### config.mk
export PLATFORM = sky130hd
export DESIGN_NAME = char_display_shadow_refresh
export DESIGN_NICKNAME = d
export VERILOG_FILES = /design/src/hdl/cdsr_pkg.sv /design/src/hdl/cdsr_front.sv /design/src/hdl/cdsr_queue.sv /design/src/hdl/cdsr_back.sv /design/src/hdl/char_display_shadow_refresh.sv
export SDC_FILE = /design/constraint.sdc
export NUM_CORES = 2
export LEC_CHECK = 0
export ABC_AREA = 1
export BUFFER_PORTS_ARGS = -buffer_cell sky130_fd_sc_hd__buf_2
export CORE_MARGIN = 2
export CORE_UTILIZATION = 60
export CTS_CLUSTER_SIZE = 40
export DETAILED_ROUTE_END_ITERATION = 10
export PLACE_DENSITY = 0.75
export REMOVE_ABC_BUFFERS = 1
export SETUP_SLACK_MARGIN = 0.4
export SLEW_MARGIN = 20
export SYNTH_ARGS = -nofsm -noshare
export SYNTH_HDL_FRONTEND = slang
export SYNTH_SLANG_ARGS = --single-unit
export TNS_END_PERCENT = 50
### constraint.sdc
create_clock -name clk -period 4.6 [get_ports clk]
set_input_delay 0.69 -clock clk [delete_from_list [all_inputs] [get_ports clk]]
set_output_delay 0.69 -clock clk [all_outputs]
set_load 0.02 [all_outputs]
### src/hdl/cdsr_pkg.sv
// Shared types, constants and helpers for the character display refresh block.
`timescale 1ns / 1ps

package cdsr_pkg;

  localparam int COL_W       = 5;   // scan column width
  localparam int ROW_W       = 2;   // scan row width
  localparam int ADDR_W      = 7;   // cell address width, up to 4 x 20 cells
  localparam int QUEUE_DEPTH = 4;
  localparam int QPTR_W      = $clog2(QUEUE_DEPTH);

  localparam logic [7:0] ADDR_SET   = 8'h80;
  localparam logic [7:0] SPACE_CODE = 8'h20;
  localparam logic [7:0] ROW0_BASE  = 8'h00;
  localparam logic [7:0] ROW1_BASE  = 8'h40;
  localparam logic [7:0] ROW2_BASE  = 8'h14;
  localparam logic [7:0] ROW3_BASE  = 8'h54;

  typedef enum logic [1:0] {
    KIND_LOCATE = 2'd0,
    KIND_CHAR   = 2'd1,
    KIND_CLEAR  = 2'd2,
    KIND_TICK   = 2'd3
  } kind_t;

  typedef enum logic [1:0] {
    OP_WRITE = 2'd0,
    OP_CLEAR = 2'd1,
    OP_TICK  = 2'd2
  } op_t;

  typedef struct packed {
    logic [1:0] kind;
    logic [7:0] col;
    logic [7:0] row;
    logic [7:0] char_code;
  } cdsr_cmd_t;

  typedef struct packed {
    logic [7:0] out_byte;
    logic       is_data;
    logic       last;
  } cdsr_result_t;

  // One unit of work for the back end.
  typedef struct packed {
    op_t               op;
    logic [ADDR_W-1:0] addr;
    logic [7:0]        ch;
  } cdsr_job_t;

  // Queue status seen by the back end.
  typedef struct packed {
    logic      valid;
    cdsr_job_t job;
  } cdsr_head_t;

  function automatic logic [7:0] row_base(input logic [ROW_W-1:0] y);
    logic [7:0] b;
    unique case (y)
      2'd0:    b = ROW0_BASE;
      2'd1:    b = ROW1_BASE;
      2'd2:    b = ROW2_BASE;
      default: b = ROW3_BASE;
    endcase
    return b;
  endfunction

  function automatic logic [7:0] addr_cmd(input logic [COL_W-1:0] x,
                                          input logic [ROW_W-1:0] y);
    return ADDR_SET | (8'(x) + row_base(y));
  endfunction

endpackage

### src/hdl/cdsr_front.sv
// Front end: takes requests, keeps the write cursor and turns requests into back-end jobs.
`timescale 1ns / 1ps

module cdsr_front
  import cdsr_pkg::*;
#(
  parameter int ROWS = 4,
  parameter int COLS = 20
) (
  input  logic      clk,
  input  logic      rst,
  input  logic      start,
  input  cdsr_cmd_t cmd,
  input  logic      full,
  output logic      busy,
  output logic      push,
  output cdsr_job_t job
);

  logic [7:0] cursor_col;
  logic [7:0] cursor_row;
  logic       take;
  logic       in_range;
  logic       col_wrap;
  logic       row_wrap;

  assign busy     = full;
  assign take     = start && !full;
  assign in_range = (int'(cursor_col) < COLS) && (int'(cursor_row) < ROWS);
  assign col_wrap = (int'(cursor_col) + 1) >= COLS;
  assign row_wrap = (int'(cursor_row) + 1) >= ROWS;

  always_comb begin
    push     = 1'b0;
    job.op   = OP_TICK;
    job.addr = ADDR_W'(cursor_row[ROW_W-1:0]) * ADDR_W'(COLS)
             + ADDR_W'(cursor_col[COL_W-1:0]);
    job.ch   = cmd.char_code;
    if (take) begin
      unique case (kind_t'(cmd.kind))
        KIND_LOCATE: push = 1'b0;
        KIND_CHAR: begin
          push   = in_range;
          job.op = OP_WRITE;
        end
        KIND_CLEAR: begin
          push   = 1'b1;
          job.op = OP_CLEAR;
        end
        default: begin
          push   = 1'b1;
          job.op = OP_TICK;
        end
      endcase
    end
  end

  always_ff @(posedge clk) begin
    if (rst) begin
      cursor_col <= '0;
      cursor_row <= '0;
    end else if (take) begin
      unique case (kind_t'(cmd.kind))
        KIND_LOCATE: begin
          cursor_col <= cmd.col;
          cursor_row <= cmd.row;
        end
        KIND_CHAR: begin
          // advance only when the character was stored
          if (in_range) begin
            if (col_wrap) begin
              cursor_col <= '0;
              cursor_row <= row_wrap ? 8'd0 : cursor_row + 8'd1;
            end else begin
              cursor_col <= cursor_col + 8'd1;
            end
          end
        end
        KIND_CLEAR: begin
          cursor_col <= '0;
          cursor_row <= '0;
        end
        default: ;
      endcase
    end
  end

endmodule

### src/hdl/cdsr_queue.sv
// Short job queue between the front end and the back end.
`timescale 1ns / 1ps

module cdsr_queue
  import cdsr_pkg::*;
(
  input  logic       clk,
  input  logic       rst,
  input  logic       push,
  input  cdsr_job_t  job_in,
  input  logic       pop,
  output cdsr_head_t head,
  output logic       full
);

  cdsr_job_t         slots [QUEUE_DEPTH];
  logic [QPTR_W-1:0] wr_ptr;
  logic [QPTR_W-1:0] rd_ptr;
  logic [QPTR_W:0]   count;
  logic              do_push;
  logic              do_pop;

  assign full       = (int'(count) == QUEUE_DEPTH);
  assign head.valid = (count != '0);
  assign head.job   = slots[rd_ptr];
  assign do_push    = push && !full;
  assign do_pop     = pop && head.valid;

  always_ff @(posedge clk) begin
    if (do_push) begin
      slots[wr_ptr] <= job_in;
    end
  end

  always_ff @(posedge clk) begin
    if (rst) begin
      wr_ptr <= '0;
      rd_ptr <= '0;
      count  <= '0;
    end else begin
      if (do_push) begin
        wr_ptr <= wr_ptr + QPTR_W'(1);
      end
      if (do_pop) begin
        rd_ptr <= rd_ptr + QPTR_W'(1);
      end
      unique case ({do_push, do_pop})
        2'b10:   count <= count + (QPTR_W+1)'(1);
        2'b01:   count <= count - (QPTR_W+1)'(1);
        default: count <= count;
      endcase
    end
  end

endmodule

### src/hdl/cdsr_back.sv
// Back end: frame buffer and shadow memories, scan position and result sequencing.
`timescale 1ns / 1ps

module cdsr_back
  import cdsr_pkg::*;
#(
  parameter int ROWS = 4,
  parameter int COLS = 20
) (
  input  logic         clk,
  input  logic         rst,
  input  cdsr_head_t   head,
  output logic         pop,
  output cdsr_result_t result,
  output logic         strobe
);

  localparam int CELLS = ROWS * COLS;

  typedef enum logic [2:0] {
    ST_IDLE = 3'b001,
    ST_EVAL = 3'b010,
    ST_EMIT = 3'b100
  } state_t;

  state_t            state;
  logic [7:0]        text_mem  [CELLS];
  logic [7:0]        shown_mem [CELLS];
  logic [CELLS-1:0]  text_valid;
  logic [CELLS-1:0]  shown_valid;
  logic              text_spaced;

  logic [COL_W-1:0]  scan_col;
  logic [ROW_W-1:0]  scan_row;
  logic              run_open;

  logic [COL_W-1:0]  rd_x;
  logic [ROW_W-1:0]  rd_y;
  logic [ADDR_W-1:0] rd_idx;

  logic [ADDR_W-1:0] tick_idx;
  logic [COL_W-1:0]  tick_x;
  logic [ROW_W-1:0]  tick_y;
  logic [7:0]        text_rd;
  logic [7:0]        shown_rd;
  logic              text_vq;
  logic              shown_vq;
  logic              spaced_q;

  logic [7:0]        text_val;
  logic [7:0]        shown_val;
  logic              changed;
  cdsr_result_t      slot_n [3];
  logic [1:0]        cnt_n;
  cdsr_result_t      slot [3];
  logic [1:0]        slot_cnt;
  logic [1:0]        slot_idx;
  logic [COL_W-1:0]  x_next;
  logic [ROW_W-1:0]  y_next;

  assign pop = (state == ST_IDLE) && head.valid;

  // Out-of-range scan position restarts at the first cell.
  always_comb begin
    if (int'(scan_col) >= COLS || int'(scan_row) >= ROWS) begin
      rd_x = '0;
      rd_y = '0;
    end else begin
      rd_x = scan_col;
      rd_y = scan_row;
    end
    rd_idx = ADDR_W'(rd_y) * ADDR_W'(COLS) + ADDR_W'(rd_x);
  end

  assign text_val  = text_vq ? text_rd : (spaced_q ? SPACE_CODE : 8'h00);
  assign shown_val = shown_vq ? shown_rd : 8'h00;
  assign changed   = (text_val != shown_val);

  always_comb begin
    logic [1:0] k;
    k = 2'd0;
    for (int i = 0; i < 3; i++) begin
      slot_n[i] = '0;
    end
    if (tick_x == '0) begin
      slot_n[k] = '{out_byte: addr_cmd('0, tick_y), is_data: 1'b0, last: 1'b0};
      k = k + 2'd1;
    end
    if (changed && !run_open) begin
      slot_n[k] = '{out_byte: addr_cmd(tick_x, tick_y), is_data: 1'b0, last: 1'b0};
      k = k + 2'd1;
    end
    if (changed) begin
      slot_n[k] = '{out_byte: text_val, is_data: 1'b1, last: 1'b0};
      k = k + 2'd1;
    end
    for (int i = 0; i < 3; i++) begin
      slot_n[i].last = (k != 2'd0) && (2'(i) == k - 2'd1);
    end
    cnt_n = k;
  end

  always_comb begin
    if ((int'(tick_x) + 1) >= COLS) begin
      x_next = '0;
      y_next = ((int'(tick_y) + 1) >= ROWS) ? '0 : tick_y + ROW_W'(1);
    end else begin
      x_next = tick_x + COL_W'(1);
      y_next = tick_y;
    end
  end

  always_ff @(posedge clk) begin
    if (pop && head.job.op == OP_WRITE) begin
      text_mem[head.job.addr] <= head.job.ch;
    end
    if (pop && head.job.op == OP_TICK) begin
      text_rd <= text_mem[rd_idx];
    end
  end

  always_ff @(posedge clk) begin
    if (state == ST_EVAL && changed) begin
      shown_mem[tick_idx] <= text_val;
    end
    if (pop && head.job.op == OP_TICK) begin
      shown_rd <= shown_mem[rd_idx];
    end
  end

  always_ff @(posedge clk) begin
    if (rst) begin
      state       <= ST_IDLE;
      text_valid  <= '0;
      shown_valid <= '0;
      text_spaced <= 1'b0;
      scan_col    <= '0;
      scan_row    <= '0;
      run_open    <= 1'b0;
      strobe      <= 1'b0;
      slot_cnt    <= '0;
      slot_idx    <= '0;
    end else begin
      // Strobe is the emit state delayed by a register, in step with the registered result.
      strobe <= (state == ST_EMIT);
      unique case (state)
        ST_IDLE: begin
          if (head.valid) begin
            unique case (head.job.op)
              OP_WRITE: text_valid[head.job.addr] <= 1'b1;
              OP_CLEAR: begin
                text_valid  <= '0;
                text_spaced <= 1'b1;
              end
              OP_TICK: begin
                text_vq  <= text_valid[rd_idx];
                shown_vq <= shown_valid[rd_idx];
                spaced_q <= text_spaced;
                tick_idx <= rd_idx;
                tick_x   <= rd_x;
                tick_y   <= rd_y;
                state    <= ST_EVAL;
              end
              default: ;
            endcase
          end
        end
        ST_EVAL: begin
          if (changed) begin
            shown_valid[tick_idx] <= 1'b1;
          end
          run_open <= changed;
          scan_col <= x_next;
          scan_row <= y_next;
          for (int i = 0; i < 3; i++) begin
            slot[i] <= slot_n[i];
          end
          slot_cnt <= cnt_n;
          slot_idx <= '0;
          state    <= (cnt_n == 2'd0) ? ST_IDLE : ST_EMIT;
        end
        ST_EMIT: begin
          result   <= slot[slot_idx];
          slot_idx <= slot_idx + 2'd1;
          if (slot_idx == slot_cnt - 2'd1) begin
            state <= ST_IDLE;
          end
        end
        default: state <= ST_IDLE;
      endcase
    end
  end

endmodule

### src/hdl/char_display_shadow_refresh.sv
// Top level of the character display frame buffer with shadow-diff refresh.
`timescale 1ns / 1ps
// Path: a taken tick request is queued, popped in the idle state, evaluated, then emitted;
//   the results of one tick follow back to back.
// Occupancy: the back end handles a write or clear job in the idle state alone and takes a
//   tick through idle and evaluate, then emits its n results (0 to 3) before the next job.
// Requests are taken while the 4-entry job queue has room; results cannot be stalled.
// Reset: synchronous; both stores read as zero at once through per-cell valid bits, no sweep.

module char_display_shadow_refresh
  import cdsr_pkg::*;
#(
  parameter int ROWS = 4,
  parameter int COLS = 20
) (
  input  logic         clk,
  input  logic         rst,
  input  logic         start,
  input  cdsr_cmd_t    cmd,
  output logic         busy,
  output cdsr_result_t result,
  output logic         strobe
);

  // Front to queue
  logic       push;
  cdsr_job_t  job;
  logic       full;

  // Queue to back
  cdsr_head_t head;
  logic       pop;

  // Front end: hold the cursor, drop characters outside the panel, queue real work.
  cdsr_front #(
    .ROWS (ROWS),
    .COLS (COLS)
  ) u_front (
    .clk   (clk),
    .rst   (rst),
    .start (start),
    .cmd   (cmd),
    .full  (full),
    .busy  (busy),
    .push  (push),
    .job   (job)
  );

  // Queue: keep request order so buffer writes and scans stay in sequence.
  cdsr_queue u_queue (
    .clk    (clk),
    .rst    (rst),
    .push   (push),
    .job_in (job),
    .pop    (pop),
    .head   (head),
    .full   (full)
  );

  // Back end: edit the buffer, scan one cell per tick and emit the byte stream.
  cdsr_back #(
    .ROWS (ROWS),
    .COLS (COLS)
  ) u_back (
    .clk    (clk),
    .rst    (rst),
    .head   (head),
    .pop    (pop),
    .result (result),
    .strobe (strobe)
  );

  // A data byte always closes its tick.
  assert property (@(posedge clk) disable iff (rst)
    strobe && result.is_data |-> result.last)
    else $error("data byte not marked last");

  // Results of one tick leave back to back.
  assert property (@(posedge clk) disable iff (rst)
    strobe && !result.last |=> strobe)
    else $error("gap inside a tick's results");

  // A new tick needs at least the pop and evaluate states before its results.
  assert property (@(posedge clk) disable iff (rst)
    strobe && result.last |=> !strobe)
    else $error("results of two ticks run together");

  // Nothing is popped while the queue is empty.
  assert property (@(posedge clk) disable iff (rst)
    pop |-> head.valid)
    else $error("pop from empty queue");

endmodule

# [Word-level counts from Yosys, hierarchy flattened]
# Memory sizes are Yosys's and may differ from the RTL's. A register that Yosys moved wholly into a read port is not among the register bits.
# Cells that the tools add are included.
[totals] n_memories=4 word_cells=187 ff_bits=217 ram_bits=1378 inputBits=29
[mem_list] memory="u_back.shown_mem" depth=80 width=8 rd=1 rd_clocked_by_memory_dff=1 wr=1 line_no="cdsr_back.sv:28" text="logic [7:0] shown_mem [CELLS];"
[mem_list] memory="u_back.text_mem" depth=80 width=8 rd=1 rd_clocked_by_memory_dff=1 wr=1 line_no="cdsr_back.sv:27" text="logic [7:0] text_mem [CELLS];"
[mem_list] memory="u_queue.slots" depth=4 width=17 rd=1 rd_clocked_by_memory_dff=1 wr=1 line_no="cdsr_queue.sv:16" text="cdsr_job_t slots [QUEUE_DEPTH];"
[mem_list] memory="u_back.slot" depth=3 width=10 rd=1 rd_clocked_by_memory_dff=1 wr=3 line_no="cdsr_back.sv:55" text="cdsr_result_t slot [3];"
[classes] n_reduce_logical=38 n_mul=2 n_mux=60 addsub=20 n_eq_ne=21 n_lt_le_gt_ge=16 n_bitwise=5
[op_table] cell="$or 80x80->80" n=2
[op_table] cell="$pmux 80 s2" n=1
[op_table] cell="$ge 32x4->1 const B" n=2
[op_table] cell="$ge 32x6->1 const B" n=2
[op_table] cell="$bwmux 30" n=2
[op_table] cell="$mux 30" n=2
[op_table] cell="$mux 8" n=7
[op_table] cell="$pmux 8 s3" n=2
[op_table] cell="$demux 10 s2" n=2
[op_table] cell="$mux 10" n=3
[op_table] cell="$lt 7x8->1 const B" n=3
[op_table] cell="$pmux 7 s3" n=1
[op_table] cell="$add 8x1->9 const B" n=2
[op_table] cell="$add 8x1->8 const B" n=2
[op_table] cell="$logic_and 1x1->1" n=16
[op_table] cell="$mux 2" n=8
[op_table] cell="$mux 1" n=15
[op_table] cell="$add 7x5->7" n=2
[op_table] cell="$bmux 1 s7" n=2
[op_table] cell="$demux 1 s7" n=2
[op_table] cell="$ge 7x1->1 const B" n=2
[op_table] cell="$mux 3" n=4
[op_table] cell="$reduce_and 3->1" n=4
[op_table] cell="$add 2x1->2 const B" n=5
[op_table] cell="42 further kinds" n=69

# [Logic depth before layout (Yosys ltp)]
[depth] depth_word=12 ltp_mapped=18

# [Cells and area by module]
# A second synthesis with hierarchy kept.
[hier_totals] hier_cells=6740 area_unflattened_um2=70759.1
[by_module_without_submodules] module="cdsr_back" instances=1 cells_per_inst=6290 area_per_inst_um2=66278.6
[by_module_without_submodules] module="cdsr_queue" instances=1 cells_per_inst=233 area_per_inst_um2=3081.7
[by_module_without_submodules] module="cdsr_front" instances=1 cells_per_inst=217 area_per_inst_um2=1398.8

# [Worst setup path after synthesis]
# No wires, ideal clock.
[synth_path] path_kind="reg-to-reg" startpoint="register (tool-made name)" endpoint="memory u_back.text_mem[0][6], data pin" period_less_slack_ns=3.884 stages_incl_launch_ff=7 required_time_ns=3.961 path_slack_ns=0.716 arrival_ns=3.245 path_cell_list="dfxtp_1 buf_4 inv_2 buf_2 clkbuf_1 o21ai_0 o22ai_1"
[synth_rtl] item="end: declaration" line_no="cdsr_back.sv:27"

==> impl_metrics.json <==
{
  "routedWlPerCell_um": 22.1,
  "worstPathBufferInverterCount": 3,
  "area_delta_synth_final_pct": 9.93,
  "internal_power_uw": 26000,
  "nets": 6932,
  "hold_viol": 0,
  "dpl.hpwl_mm": 108,
  "synth_common_cells": "edfxtp_1 (1419), nand3_1 (1204), inv_1 (1167), nand2_1 (1107), nor2_1 (469)",
  "async_flop_share_pct": 0,
  "relSlewSlack_pct": 18.8,
  "r2r_cells": 8,
  "power.share.switching_pct": 28.1,
  "stdcell_area_mm2": 0.0781,
  "clock-skew-final_ns": 0.0191,
  "rsz0062_at_grt": "false",
  "cts_tree": "built",
  "clk_path_buf_depth": 3,
  "synth_edf_count": 1419,
  "yosysMostFrequentCell": "edfxtp_1",
  "worstHoldPathType": "in -> reg",
  "reg2reg_to": "u_back.text_mem[54][6]$_DFFE_PP_",
  "dp_cells": 8239,
  "placement.cell_area_mm2": 0.0729,
  "crit_end": "u_back.text_mem[54][6]$_DFFE_PP_",
  "cap_viol_max_count": 0,
  "ant_nets": 0,
  "cts_resized": 0,
  "synthCells": 6958,
  "pwr-share-seq_pct": 49.4,
  "crit_required_ns": 4.99,
  "ir_drop_uv": 642,
  "worst_path_max_delay_cell": "nor2_1",
  "finalMaxSlewViolations": 0,
  "cp-end-kind": "flop",
  "outcome": "finished, final reports clean",
  "yosysSeqAreaShare_pct": 65.6,
  "firstDrtPassIters": 7,
  "h-tree-depth": 4,
  "syn_area_mm2": 0.0711,
  "synthTopCellsByArea": "edfxtp_1 (60%), nand3_1 (8.5%), inv_1 (6.2%), nand2_1 (5.8%), dfxtp_1 (5.7%)",
  "post-route-util_pct": 66.3,
  "period_minus_slack_ns": 3.58,
  "core_area_mm2": 0.118,
  "power_frac_clock_pct": 35.6,
  "ys_ff_latch": 1621,
  "antenna_cells": 0,
  "clk-insertion-delay-late_ns": 0.78,
  "io_buffer_count": 40,
  "clkTransAtPathRegs_ns": 0.06,
  "timing.setup.tns_ns": 0,
  "ios": 41,
  "drc_errors": 0,
  "clock-sinks": 1621,
  "powerDensity_mw_per_mm2": 464,
  "vias_per_cell": 5.95,
  "gp_congestion": 0.926,
  "power_uw": 36200,
  "fp.dieArea_mm2": 0.121,
  "finalSetupViolCount": 0,
  "rows": 126,
  "path_class": "reg -> reg",
  "cp.depth": 8,
  "pwr-share-comb_pct": 14.9,
  "fp.dieH_um": 348,
  "cts_setup_buffers": 0,
  "worst_pin_slew_ns": 1.21,
  "ys_warn_count": 0,
  "drtIter0Drc": 7122,
  "antenna_found_initial": 1,
  "cpLargestDelayFamily": "simple AND/OR/NAND/NOR gates",
  "grt_pass1_wl_mm": 286,
  "gr-total-overflow": 0,
  "crit_path_cell_trace": "buf_4, inv_2, or2_2, a32oi_2, inv_1, nor2_4, nand2_2, nor2_1",
  "min_period_over_period_pct": 77.8,
  "synth_top_area_share_pct": 60.0,
  "cpPeakStageDelay_ns": 0.81,
  "cp.arrival_ns": 3.97,
  "cts_inserted_buffers": 163,
  "rrSetupSlack_ns": 1.02,
  "fmaxAchievable_mhz": 279,
  "grt_max_degree": 198,
  "track_usage_pct": 30.9,
  "start_util_pct": 60.3,
  "synth_ff_type": "edfxtp_1",
  "cts.root.buffer_cell": "clkbuf_16",
  "hold_buffers": 0,
  "chipWidth_um": 348,
  "finalNonFillerCells": 8546,
  "syn_area_per_cell_um2": 10.2,
  "synth_top_area_cell": "edfxtp_1",
  "yosysUniqueCellTypes": 45,
  "totalWireLength_mm": 189,
  "crit_path_start_kind": "flop",
  "worst-path-max-fanout": 35,
  "via_count": 50816,
  "p_sw_uw": 10200,
  "final_layout_size_suffix_gt1_share_pct": 6.98,
  "p_leak_uw": 0.0312,
  "grt_pass1_vias": 48702
}
registers in the layout, summed over array words and instances, names as in the netlist, 3 cells and up, named ones only:
| signal | count |
|---|---|
| u_back.result | 10 |
| u_back.scan_col | 5 |
| u_back.shown_mem | 640 |
| u_back.shown_rd | 8 |
| u_back.shown_valid | 80 |
| u_back.slot | 30 |
| u_back.state | 3 |
| u_back.text_mem | 640 |
| u_back.text_rd | 8 |
| u_back.text_valid | 80 |
| u_back.tick_idx | 5 |
| u_back.tick_x | 5 |
| u_front.cursor_col | 8 |
| u_front.cursor_row | 8 |
| u_queue.count | 3 |
| u_queue.slots | 68 |
area by class of cell:
| cell class | count | area [um^2] |
|---|---|---|
| Multi-Input combinational cell | 3736 | 18500 |
| Clock inverter | 87 | 699 |
| Timing Repair Buffer | 164 | 1450 |
| Fill cell | 8661 | 39600 |
| Clock buffer | 219 | 4470 |
| Sequential cell | 1621 | 46700 |
| Inverter | 1183 | 4470 |
| Tap cell | 1536 | 1920 |
worst min path at each step:
stage / from / end / slack (ns) / cells after the start
after floorplan: u_back.text_spaced$_SDFFE_PP0P_ / u_back.spaced_q$_DFFE_PP_ / 0.41 / 0
after global placement: u_back.text_spaced$_SDFFE_PP0P_ / u_back.spaced_q$_DFFE_PP_ / 0.42 / 0
after detailed placement: u_back.text_spaced$_SDFFE_PP0P_ / u_back.spaced_q$_DFFE_PP_ / 0.44 / 0
after CTS: cmd[4] / u_queue.slots[0][4]$_DFFE_PP_ / 0.09 / 1
after global routing: cmd[7] / u_queue.slots[3][7]$_DFFE_PP_ / 0.12 / 1
final: cmd[4] / u_queue.slots[2][4]$_DFFE_PP_ / 0.13 / 1
cell usage in the layout (no fill, tap or decap), types with 6 or more instances in the layout:
cell type   netlist  final
buf_12            0     23
nand3b_1        176    176
dfxtp_1         202    201
or2_2            15     15
or2_0            10     10
nor2_1          469    467
nand2_2          10      8
nand3_1        1204   1204
clkbuf_8          0     10
xor2_1            9      8
o211ai_1         94     94
o22ai_1         103     95
inv_1          1167   1159
inv_6             0      9
a21oi_1         165    165
nor3_4            9     16
o21ai_0         200    200
clkbuf_16         0    167
clkbuf_1        204     42
a211oi_1          7      7
bufinv_16         0      8
nand2_1        1107   1107
or2_1            14     14
inv_2            10      9
buf_2           132     39
o22ai_4           0      8
ha_1             31     30
clkinv_1          6     33
xnor2_1           9      8
buf_4            17     99
clkinvlp_4        0      6
o21ai_1          44     44
edfxtp_1       1419   1419
clkinv_2          0     36
nor3_1           21     11
cell families after synthesis:
logic type      Yosys count  share of synthesized area [%]
compound gates          633                           5.10
xor+xnor                 18                          0.222
simple gates           3051                           19.6
flops                  1621                           65.6
buf+inv                1601                           8.79
fa+ha+maj                34                          0.630
metal layers:
layer / wire, um / vias to the layer above / global-route usage [%]
li1: - / 23110 / -
met1: 69900 / 24212 / 40.5
met2: 90900 / 2939 / 50.5
met3: 18900 / 555 / 4.65
met4: 9580 / 0 / 15.7
met5: 0 / - / 0
power by group through the flow:
stage | clock network (uW) | registers (uW) | logic, uW
after floorplan | 0 | 18300 | 2760
after global placement | 0 | 18200 | 5160
after detailed placement | 0 | 18200 | 5230
after CTS | 12900 | 17900 | 5280
after global routing | 13500 | 17900 | 5750
final | 12900 | 17900 | 5410
per-stage QoR:
stage	hold WS, ns	worst slack, ns
floorplan	0.409	-17.58
global placement	0.418	1.09
detailed placement	0.439	0.995
CTS	0.0941	0.960
global route	0.116	0.899
finish	0.132	1.02
Power figures use the tool's default switching activity.
